--- src/rtl/cvrp_pkg.sv ---
// Shared types, widths and codes for the tour cost evaluator.
// Used by every module of the block; depends on nothing.
`timescale 1ns / 1ps
package cvrp_pkg;

	localparam int MAX_CLIENTS = 128;
	localparam int SLOT_W      = $clog2(MAX_CLIENTS);
	localparam int CLIENT_W    = 8;
	localparam int COORD_W     = 16;
	localparam int DEM_W       = 16;
	localparam int LOAD_W      = 24;
	localparam int DIST_W      = 32;
	localparam int TRIP_W      = 8;
	localparam int CFG_IDX_W   = 2;
	localparam int CFG_DATA_W  = 24;
	localparam int DIFF_W      = COORD_W + 1;
	localparam int SQ_W        = 2 * DIFF_W;
	localparam int ROOT_W      = DIFF_W;

	localparam logic [CFG_IDX_W-1:0] CFG_CAPACITY = 2'd0;
	localparam logic [CFG_IDX_W-1:0] CFG_DEPOT_X  = 2'd1;
	localparam logic [CFG_IDX_W-1:0] CFG_DEPOT_Y  = 2'd2;

	localparam logic FUNC_LOAD = 1'b0;
	localparam logic FUNC_TOUR = 1'b1;

	typedef struct packed {
		logic                       func;
		logic [CLIENT_W-1:0]        client_number;
		logic signed [COORD_W-1:0]  x_coord;
		logic signed [COORD_W-1:0]  y_coord;
		logic [DEM_W-1:0]           demand;
		logic                       last;
	} in_item_t;

	typedef struct packed {
		logic [DIST_W-1:0] total_distance;
		logic [TRIP_W-1:0] subtour_count;
	} out_item_t;

	typedef struct packed {
		logic signed [COORD_W-1:0] x;
		logic signed [COORD_W-1:0] y;
		logic [DEM_W-1:0]          demand;
	} entry_t;

	typedef enum logic [1:0] {
		LEG_CUR_PREV,
		LEG_PREV_DEPOT,
		LEG_CUR_DEPOT
	} leg_kind_t;

	typedef struct packed {
		logic      load_wr;
		logic      capture;
		logic      rd_prev;
		logic      cap_cur;
		logic      cap_prev;
		logic      update;
		leg_kind_t leg_kind;
		logic      leg_sub;
		logic      leg_mul;
		logic      root_start;
		logic      acc;
		logic      emit;
	} dp_cmd_t;

	typedef struct packed {
		logic tour_start;
		logic fits;
		logic last;
		logic root_done;
	} dp_status_t;

	function automatic logic [SLOT_W-1:0] slot_of(input logic [CLIENT_W-1:0] client);
		logic [CLIENT_W-1:0] s;
		s = client - CLIENT_W'(1);
		slot_of = SLOT_W'(32'(s) % MAX_CLIENTS);
	endfunction

endpackage

--- src/rtl/cvrp_ctrl.sv ---
// Controller: sequences table reads, leg computations and result hand-off.
// Depends on cvrp_pkg for the command and status structs.
`timescale 1ns / 1ps
module cvrp_ctrl (
	input  logic                 clk,
	input  logic                 arst_n,
	input  logic                 in_valid,
	input  logic                 in_func,
	output logic                 in_ready,
	output logic                 out_valid,
	input  logic                 out_ready,
	input  cvrp_pkg::dp_status_t status,
	output cvrp_pkg::dp_cmd_t    cmd
);

	typedef enum logic [3:0] {
		S_IDLE,
		S_RD_CUR,
		S_RD_PREV,
		S_DECIDE,
		S_LEG_SUB,
		S_LEG_MUL,
		S_LEG_ROOT,
		S_LEG_WAIT,
		S_EMIT
	} state_t;

	state_t              state_q;
	logic                out_valid_q;
	logic                pend_pd_q;
	logic                pend_cp_q;
	logic [1:0]          cd_cnt_q;
	logic                in_acc;
	logic                emit_go;
	logic                more_legs;
	cvrp_pkg::leg_kind_t next_kind;

	assign in_ready  = (state_q == S_IDLE);
	assign in_acc    = in_valid && in_ready;
	assign emit_go   = !out_valid_q || out_ready;
	assign more_legs = pend_pd_q || pend_cp_q || (cd_cnt_q != 2'd0);
	assign next_kind = pend_pd_q ? cvrp_pkg::LEG_PREV_DEPOT :
		pend_cp_q ? cvrp_pkg::LEG_CUR_PREV : cvrp_pkg::LEG_CUR_DEPOT;

	always_comb begin
		cmd = '0;
		cmd.leg_kind = cvrp_pkg::LEG_CUR_DEPOT;
		unique case (state_q)
			S_IDLE: begin
				cmd.load_wr = in_acc && (in_func == cvrp_pkg::FUNC_LOAD);
				cmd.capture = in_acc && (in_func == cvrp_pkg::FUNC_TOUR);
			end
			S_RD_CUR: ;
			S_RD_PREV: begin
				cmd.cap_cur = 1'b1;
				cmd.rd_prev = 1'b1;
			end
			S_DECIDE: begin
				cmd.cap_prev = 1'b1;
				cmd.update   = 1'b1;
			end
			S_LEG_SUB: begin
				cmd.leg_sub  = 1'b1;
				cmd.leg_kind = next_kind;
			end
			S_LEG_MUL:  cmd.leg_mul    = 1'b1;
			S_LEG_ROOT: cmd.root_start = 1'b1;
			S_LEG_WAIT: cmd.acc        = status.root_done;
			S_EMIT:     cmd.emit       = emit_go;
			default: ;
		endcase
	end

	always_ff @(posedge clk or negedge arst_n) begin
		if (!arst_n) begin
			state_q     <= S_IDLE;
			out_valid_q <= 1'b0;
			pend_pd_q   <= 1'b0;
			pend_cp_q   <= 1'b0;
			cd_cnt_q    <= 2'd0;
		end else begin
			if (out_valid_q && out_ready && !cmd.emit) begin
				out_valid_q <= 1'b0;
			end
			unique case (state_q)
				S_IDLE: begin
					if (in_acc && (in_func == cvrp_pkg::FUNC_TOUR)) begin
						state_q <= S_RD_CUR;
					end
				end
				S_RD_CUR:  state_q <= S_RD_PREV;
				S_RD_PREV: state_q <= S_DECIDE;
				S_DECIDE: begin
					if (status.tour_start) begin
						pend_pd_q <= 1'b0;
						pend_cp_q <= 1'b0;
						cd_cnt_q  <= status.last ? 2'd2 : 2'd1;
					end else if (status.fits) begin
						pend_pd_q <= 1'b0;
						pend_cp_q <= 1'b1;
						cd_cnt_q  <= status.last ? 2'd1 : 2'd0;
					end else begin
						pend_pd_q <= 1'b1;
						pend_cp_q <= 1'b0;
						cd_cnt_q  <= status.last ? 2'd2 : 2'd1;
					end
					state_q <= S_LEG_SUB;
				end
				S_LEG_SUB: begin
					if (pend_pd_q) begin
						pend_pd_q <= 1'b0;
					end else if (pend_cp_q) begin
						pend_cp_q <= 1'b0;
					end else begin
						cd_cnt_q <= cd_cnt_q - 2'd1;
					end
					state_q <= S_LEG_MUL;
				end
				S_LEG_MUL:  state_q <= S_LEG_ROOT;
				S_LEG_ROOT: state_q <= S_LEG_WAIT;
				S_LEG_WAIT: begin
					if (status.root_done) begin
						if (more_legs) begin
							state_q <= S_LEG_SUB;
						end else if (status.last) begin
							state_q <= S_EMIT;
						end else begin
							state_q <= S_IDLE;
						end
					end
				end
				S_EMIT: begin
					if (emit_go) begin
						out_valid_q <= 1'b1;
						state_q     <= S_IDLE;
					end
				end
				default: state_q <= S_IDLE;
			endcase
		end
	end

	assign out_valid = out_valid_q;

	a_done_in_wait: assert property (@(posedge clk) disable iff (!arst_n)
		status.root_done |-> (state_q == S_LEG_WAIT))
		else $error("Square root finished outside the wait state.");

	a_leg_planned: assert property (@(posedge clk) disable iff (!arst_n)
		(state_q == S_DECIDE) |=> (pend_pd_q || pend_cp_q || (cd_cnt_q != 2'd0)))
		else $error("Tour request decided with no leg to compute.");

	a_cd_bound: assert property (@(posedge clk) disable iff (!arst_n)
		cd_cnt_q != 2'd3)
		else $error("Too many depot legs pending.");

endmodule

--- config.mk ---
export PLATFORM = sky130hd
export DESIGN_NAME = cvrp_ctrl
export DESIGN_NICKNAME = d
export VERILOG_FILES = /design/src/rtl/cvrp_pkg.sv /design/src/rtl/cvrp_ctrl.sv
export SDC_FILE = /design/constraint.sdc
export NUM_CORES = 1
export LEC_CHECK = 0
export BUFFER_PORTS_ARGS = -buffer_cell sky130_fd_sc_hd__buf_4
export CAP_MARGIN = 20
export CORE_UTILIZATION = 46
export DETAILED_ROUTE_END_ITERATION = 8
export PLACE_DENSITY = 0.74
export RECOVER_POWER = 100
export SLEW_MARGIN = 30
export SYNTH_ARGS = -nofsm -noshare
export SYNTH_HDL_FRONTEND = slang
export SYNTH_SLANG_ARGS = --single-unit
export TNS_END_PERCENT = 50
--- constraint.sdc ---
create_clock -name clk -period 1.7 [get_ports clk]
set_input_delay 0.085 -clock clk [delete_from_list [all_inputs] [get_ports clk]]
set_output_delay 0.085 -clock clk [all_outputs]
set_load 0.05 [all_outputs]
==> results.tsv, run 1 <==
metric	value	unit
status	finished clean	
hold path endpoint	pend_cp_q$_DFFE_PN0P_	
final instance area	901	um2
chip width	38.7	um
CTS HTree Levels	1	
Total Power	1.35	mW
slowest cell on the critical path	dfrtp_2	
critical path class	register to primary output	
library cells used by synthesis	30	
routability cong.	0.777	
Synth async-reset ratio	100	%
post-route clock period utilization	95.5	%
r2r setup slk	290	ps
row count	12	
Crit Path Max Fanout	6	
DP Area	825	um2
worst rel slew slack	60.6	%
RSZ-0062 raised after global routing	yes	
WP data required	1620	ps
first-pass detailed-route iteration total	4	
Startpoint Class	register	
nets	115	
Post-Syn Instances	73	
Hold Path Cell Cnt	2	
DR WL/cell	12.1	um
All-Layer GR Usage	20.2	%
dominant cells by area after synthesis	dfrtp_1 (36%), nor2_1 (5.4%), nand2b_1 (5.0%), ha_1 (4.0%), o21ai_0 (4.0%)	
Syn Area/Cell	8.50	um2
CTS tree	done	
FF-to-FF Start	state_q[0]$_DFFE_PN0P_	
vias in the first global route	478	
fill count	98	
DR vias/cell	5.22	
root buf cell	clkbuf_4	
cell area after synthesis	621	um2
CP delay by family, top	simple AND/OR/NAND/NOR gates	
Synth Net Count	84	
Final setup viols	0	
number of port buffers	23	
reg-to-reg endpoint	pend_cp_q$_DFFE_PN0P_	
post-synthesis sequential area ratio	36.3	%
FF-to-FF path depth	4	
Post-synth top cells	dfrtp_1 (9), nor2_1 (9), inv_1 (5), nand2b_1 (5), o21ai_0 (5)	
DRC Markers	0	
Final Max Slew Viols	0	
Post-Route WL	1.42	mm
DP Wirelength	1.03	mm
cell mode on critical path	buf_4	
Tmin final	1620	ps
Largest stage delay, worst path	450	ps
Hold Vio Cnt, Final	0	
hold crit path type	input port to register	
Hold WS	86.0	ps
clock sink count	9	
Top FF cell, synth	dfrtp_1	
Routed Antenna Nets	0	
largest net degree at the start of global routing	13	
initial antenna violation count	0	
peak supply drop	0.000794	V
critical hold path startpoint	status[2]	
Synth warnings	0	
top cell type's share of synthesized area	36.3	%
register bit count reported by yosys	9	
GR Overflow Total	0	
largest area contributor in the netlist	dfrtp_1	
CTS Buffer Depth	2	
worst clock skew	4.84	ps
layout cells sized above 1	38.8	%
core area	0.00119	mm2
count of buffer and inverter cells on the critical path	2	
Clock Pin Slew Worst Setup and Hold Paths	60	ps
Max-Cap Viols	0	
TritonCTS Buffers	3	
CP endpoint kind	primary output	
die area	0.00150	mm2
Tightest Pin Transition	593	ps
global-route wire length before repair	2.01	mm
initial DRC count	17	
Starting Density	52.3	%
worst skew pair latency	270	ps
I/O Pins	24	
worst setup path start	state_q[3]$_DFFE_PN0P_	
Power Dens Cells	1500	mW/mm2
critical path, cell by cell	buf_4 > nand2b_1 > nor2_1 > and2_1 > buf_4	
Ant. Diodes	0	
area added between synthesis and finish	45.2	%
Critical Path AT	1540	ps
vias	611	
number of synthesized flops with an enable pin	0	
LEAKAGE	0.456	nW
Fmax	616	MHz
die height	38.7	um
-- state kept, by name (all words and copies together), names as in the netlist --
register / cells
pend_cp_q: 1
state_q: 4
cd_cnt_q: 2
pend_pd_q: 1
out_valid: 1
-- stage by stage --
| step | setup TNS [ps] | worst slack (ps) | utilization [%] | cells |
|---|---|---|---|---|
| global placement | 0 | 233 | 69.5 | 107 |
| global route | -58.0 | -36.4 | 75.9 | 117 |
| floorplan | -1660 | -316 | - | 73 |
| CTS | 0 | 11.0 | 73.8 | 114 |
| detailed placement | 0 | 186 | 69.5 | 107 |
| finish | 0 | 77.0 | 75.9 | 117 |
-- worst max-delay path by stage --
stage	endpoint	cells after the start
2_1_floorplan	pend_cp_q$_DFFE_PN0P_	5
3_3_place_gp	pend_cp_q$_DFFE_PN0P_	4
3_5_place_dp	pend_cp_q$_DFFE_PN0P_	4
4_1_cts	cmd[8]	3
5_1_grt	cmd[12]	5
6_report	cmd[1]	5
-- logic make-up after synthesis --
kind of cell	Yosys count	share of synthesized area, %
buf+inv	11	9.47
flops	9	36.3
mux	1	1.61
compound gates	15	15.1
simple gates	35	33.5
fa+ha+maj	2	4.03
-- per-layer routing --
layer  vias up  wire length, um  share of wire [%]  global-route usage (%)
li1        316                -                  -                       -
met1       279              683                 48                    28.3
met2        14              656                 46                    26.7
met3         2               66                4.6                    8.67
met4         0               13               0.92                    7.76
met5         -                0                  0                       0
-- cell usage in the layout, fill, tap and decap left out, types with 2 or more instances in the layout --
| cell | netlist | final |
|---|---|---|
| a21oi_1 | 4 | 4 |
| and3_1 | 3 | 3 |
| buf_4 | 2 | 27 |
| buf_6 | 1 | 2 |
| clkbuf_1 | 1 | 3 |
| clkbuf_4 | 0 | 3 |
| dfrtp_1 | 9 | 7 |
| dfrtp_2 | 0 | 2 |
| ha_1 | 2 | 2 |
| inv_1 | 5 | 5 |
| nand2_1 | 4 | 4 |
| nand2b_1 | 5 | 5 |
| nor2_1 | 9 | 8 |
| nor3_1 | 4 | 3 |
| o21ai_0 | 5 | 4 |
-- power by group --
| group | switching (mW) | internal (mW) | leakage [nW] | total [mW] |
|---|---|---|---|---|
| Clock | 0.0747 | 0.0904 | 0.0150 | 0.165 |
| Combinational | 0.487 | 0.316 | 0.333 | 0.803 |
| Sequential | 0.0905 | 0.293 | 0.107 | 0.383 |
| Total | 0.653 | 0.699 | 0.456 | 1.35 |
-- repair_timing --
action | 4_1_cts | 5_1_grt
setup buffers | 2 | 3
hold buffers | 1 | 0
pin swaps | 1 | 3
gates cloned | 0 | 0
resized for setup | 0 | 4
hold endpoints to repair | 9 | 0
setup endpoints to repair | 2 | 7
-- cell type report --
cell class / count / area [um2] / area share (%)
multi-input cells: 53 / 368 / 40.8
repair buffers: 32 / 243 / 26.9
flip-flops and latches: 9 / 228 / 25.3
clock buffers: 4 / 26.3 / 2.92
inverters: 5 / 18.8 / 2.08
well taps: 14 / 17.5 / 1.94
-- worst reg2reg max path: stages, from the launching register on --
cell	delay, ps
dfrtp_2	490
nor4b_4	370
buf_4	170
o21bai_1	70
a32o_2	210
(Power assumes the default switching activity.)
==> inputs of run 2 (changes only) <==
--- a/config.mk
+++ b/config.mk
@@ -5,11 +5,12 @@
 export SDC_FILE = /design/constraint.sdc
 export NUM_CORES = 1
 export LEC_CHECK = 0
+export ABC_AREA = 1
 export BUFFER_PORTS_ARGS = -buffer_cell sky130_fd_sc_hd__buf_4
 export CAP_MARGIN = 20
-export CORE_UTILIZATION = 46
+export CORE_UTILIZATION = 47
 export DETAILED_ROUTE_END_ITERATION = 8
-export PLACE_DENSITY = 0.74
+export PLACE_DENSITY = 0.75
 export RECOVER_POWER = 100
 export SLEW_MARGIN = 30
 export SYNTH_ARGS = -nofsm -noshare
==> results.tsv, run 2 <==
metric	value	unit	change
status	finished clean		unchanged
hold crit path type	input port to register		unchanged
dominant cells by area after synthesis	dfrtp_1 (35%), nand2_1 (15%), inv_1 (8.1%), nor2_1 (7.0%), o21ai_0 (5.4%)		was dfrtp_1 (36%), nor2_1 (5.4%), nand2b_1 (5.0%), ha_1 (4.0%), o21ai_0 (4.0%)
initial DRC count	9		was 17
worst rel slew slack	60.9	%	was 60.6%
GR peak layer	met2		was met1
cell area after synthesis	647	um2	was 621 um2
DR vias/cell	4.80		was 5.22
routability cong.	0.806		was 0.777
Top FF cell, synth	dfrtp_1		unchanged
vias in the first global route	523		was 478
nets	135		was 115
Routed Antenna Nets	0		unchanged
Post-Route WL	1.40	mm	was 1.42 mm
CTS HTree Levels	1		unchanged
post-route clock period utilization	92.7	%	was 95.5%
Synth async-reset ratio	100	%	unchanged
I/O Pins	24		unchanged
die height	39.1	um	was 38.7 um
max reg flops	4		unchanged
Biggest register	state_q		unchanged
LEAKAGE	0.487	nW	was 0.456 nW
root buf cell	clkbuf_4		unchanged
met2 Use GR	32.5	%	was 26.7%
GR Overflow Total	0		unchanged
CTS Buffer Depth	2		unchanged
GR Layer Usage met1	28.1	%	was 28.3%
NetSw	968	uW	was 653 uW
vias	662		was 611
All-Layer GR Usage	21.8	%	was 20.2%
RSZ-0062 raised after global routing	no		was yes
top cell type's share of synthesized area	34.8	%	was 36.3%
first-pass detailed-route iteration total	4		unchanged
sequential fraction of design power	25.1	%	was 28.4%
Max-Cap Viols	0		unchanged
TritonCTS Buffers	3		unchanged
worst skew pair latency	260	ps	was 270 ps
FF-to-FF path depth	7		was 4
Syn Area/Cell	6.67	um2	was 8.50 um2
DR WL/cell	10.1	um	was 12.1 um
Starting Density	50.3	%	was 52.3%
library cells used by synthesis	19		was 30
Tightest Pin Transition	589	ps	was 593 ps
internal power	681	uW	was 699 uW
most frequent cells in the layout	nand2_1 (28), inv_1 (16), nor2_1 (11)		was buf_4 (27), nor2_1 (8), dfrtp_1 (7)
M3 GR Usage	8.67	%	unchanged
number of synthesized flops with an enable pin	0		unchanged
Post-Syn Instances	97		was 73
core area	0.00128	mm2	was 0.00119 mm2
commonest non-fill, non-tap cell in the layout	nand2_1		was buf_4
WP data required	1620	ps	about the same
area added between synthesis and finish	29.6	%	was 45.2%
Crit Path Max Fanout	6		unchanged
Hold Vio Cnt, Final	0		unchanged
peak supply drop	0.00104	V	was 0.000794 V
Fmax	635	MHz	was 616 MHz
combinational share of power	64.7	%	was 59.4%
DRC Markers	0		unchanged
row count	13		was 12
chip width	39.1	um	was 38.7 um
DP Area	840	um2	was 825 um2
setup TNS	0	ps	unchanged
post-synthesis sequential area ratio	34.8	%	was 36.3%
CP endpoint kind	primary output		unchanged
die area	0.00153	mm2	was 0.00150 mm2
initial antenna violation count	0		unchanged
largest area contributor in the netlist	dfrtp_1		unchanged
clock sink count	9		unchanged
Synth warnings	0		unchanged
Clock Power Share	10.1	%	was 12.2%
Ant. Diodes	0		unchanged
layout cells sized above 1	29.3	%	was 38.8%
Hold Path Cell Cnt	2		unchanged
top flop regs	state_q: 4 flops, cd_cnt_q: 2 flops		unchanged
Final setup viols	0		unchanged
DP Wirelength	1.15	mm	was 1.03 mm
Sw Share	58.7	%	was 48.3%
cell with the most instances after synthesis	nand2_1		
final instance area	838	um2	was 901 um2
Tmin final	1580	ps	was 1620 ps
number of port buffers	23		unchanged
Final Max Slew Viols	0		unchanged
Critical Path AT	1490	ps	was 1540 ps
Post-synth top cells	nand2_1 (26), inv_1 (14), nor2_1 (12), dfrtp_1 (9), o21ai_0 (7)		was dfrtp_1 (9), nor2_1 (9), inv_1 (5), nand2b_1 (5), o21ai_0 (5)
largest net degree at the start of global routing	10		was 13
critical path class	register to primary output		unchanged
global-route wire length before repair	2.17	mm	was 2.01 mm
Power Dens Cells	1970	mW/mm2	was 1500 mW/mm2
register bit count reported by yosys	9		unchanged
Synth Net Count	108		was 84
Startpoint Class	register		unchanged
CTS tree	done		unchanged
worst clock skew	3.69	ps	was 4.84 ps
Clock Pin Slew Worst Setup and Hold Paths	60	ps	about the same
==> run 2: critical path, stage by stage (launching register included) <==
cell,delay (ps)
dfrtp_1,460
nor2_4,200
nand2_1,100
inv_1,80
nand2_1,100
nor2_2,90
buf_4,200
==> run 2: power by group through the flow <==
stage / registers [mW] / logic (mW) / clock network (mW)
finish: 0.415 / 1.07 / 0.167
global route: 0.426 / 1.18 / 0.181
CTS: 0.405 / 1.15 / 0.169
detailed placement: 0.409 / 1.14 / 0
global placement: 0.401 / 1.12 / 0
floorplan: 0.388 / 0.902 / 0
==> run 2: cell families (layout without fill, tap and decap cells) <==
family          Yosys count  count (layout)  share of synthesized area, %
compound gates           12              12                          10.8
fa+ha+maj                 2               2                          3.87
buf+inv                  20              46                          12.8
flops                     9               9                          34.8
simple gates             54              54                          37.7
==> run 2: per-stage QoR <==
stage	cells	utilization, %	setup slack (ps)	hold WS (ps)	total power, mW
final	138	65.2	125	12.3	1.65
after global routing	138	65.2	7.69	21.5	1.79
after CTS	138	68.2	41.8	15.3	1.72
after detailed placement	133	65.3	330	-84.6	1.55
after global placement	133	65.3	342	-82.9	1.52
after floorplan	97	-	-208	-211	1.29
==> run 2: timing repair <==
item                                    CTS  global route
endpoints found under the setup margin    0             2
resized for setup                         0             1
setup buffers                             0             0
hold endpoints to repair                  9             0
hold buffers                              1             0
==> run 2: final timing paths <==
kind,start,to,slack [ps]
setup reg to reg,state_q[0]$_DFFE_PN0P_,pend_cp_q$_DFFE_PN0P_,380
max in group asynchronous,arst_n,cd_cnt_q[0]$_DFFE_PN0P_,1070
hold / removal,out_ready,out_valid$_DFF_PN0_,10
setup / recovery,state_q[0]$_DFFE_PN0P_,cmd[12],120
hold reg to reg,cd_cnt_q[1]$_DFFE_PN0P_,cd_cnt_q[1]$_DFFE_PN0P_,490
min in group asynchronous,arst_n,out_valid$_DFF_PN0_,290
==> run 2: cell type report <==
type | count | area [um2]
fillers | 118 | 447
clock buffers | 4 | 26.3
multi-input cells | 68 | 353
well taps | 15 | 18.8
flip-flops and latches | 9 | 225
inverters | 18 | 67.6
repair buffers | 24 | 148
==> run 2: layer usage <==
metal / vias to the layer above / share of wire, %
li1: 352 / -
met1: 290 / 46
met2: 16 / 46
met3: 4 / 5.9
met4: 0 / 1.4
met5: - / 0
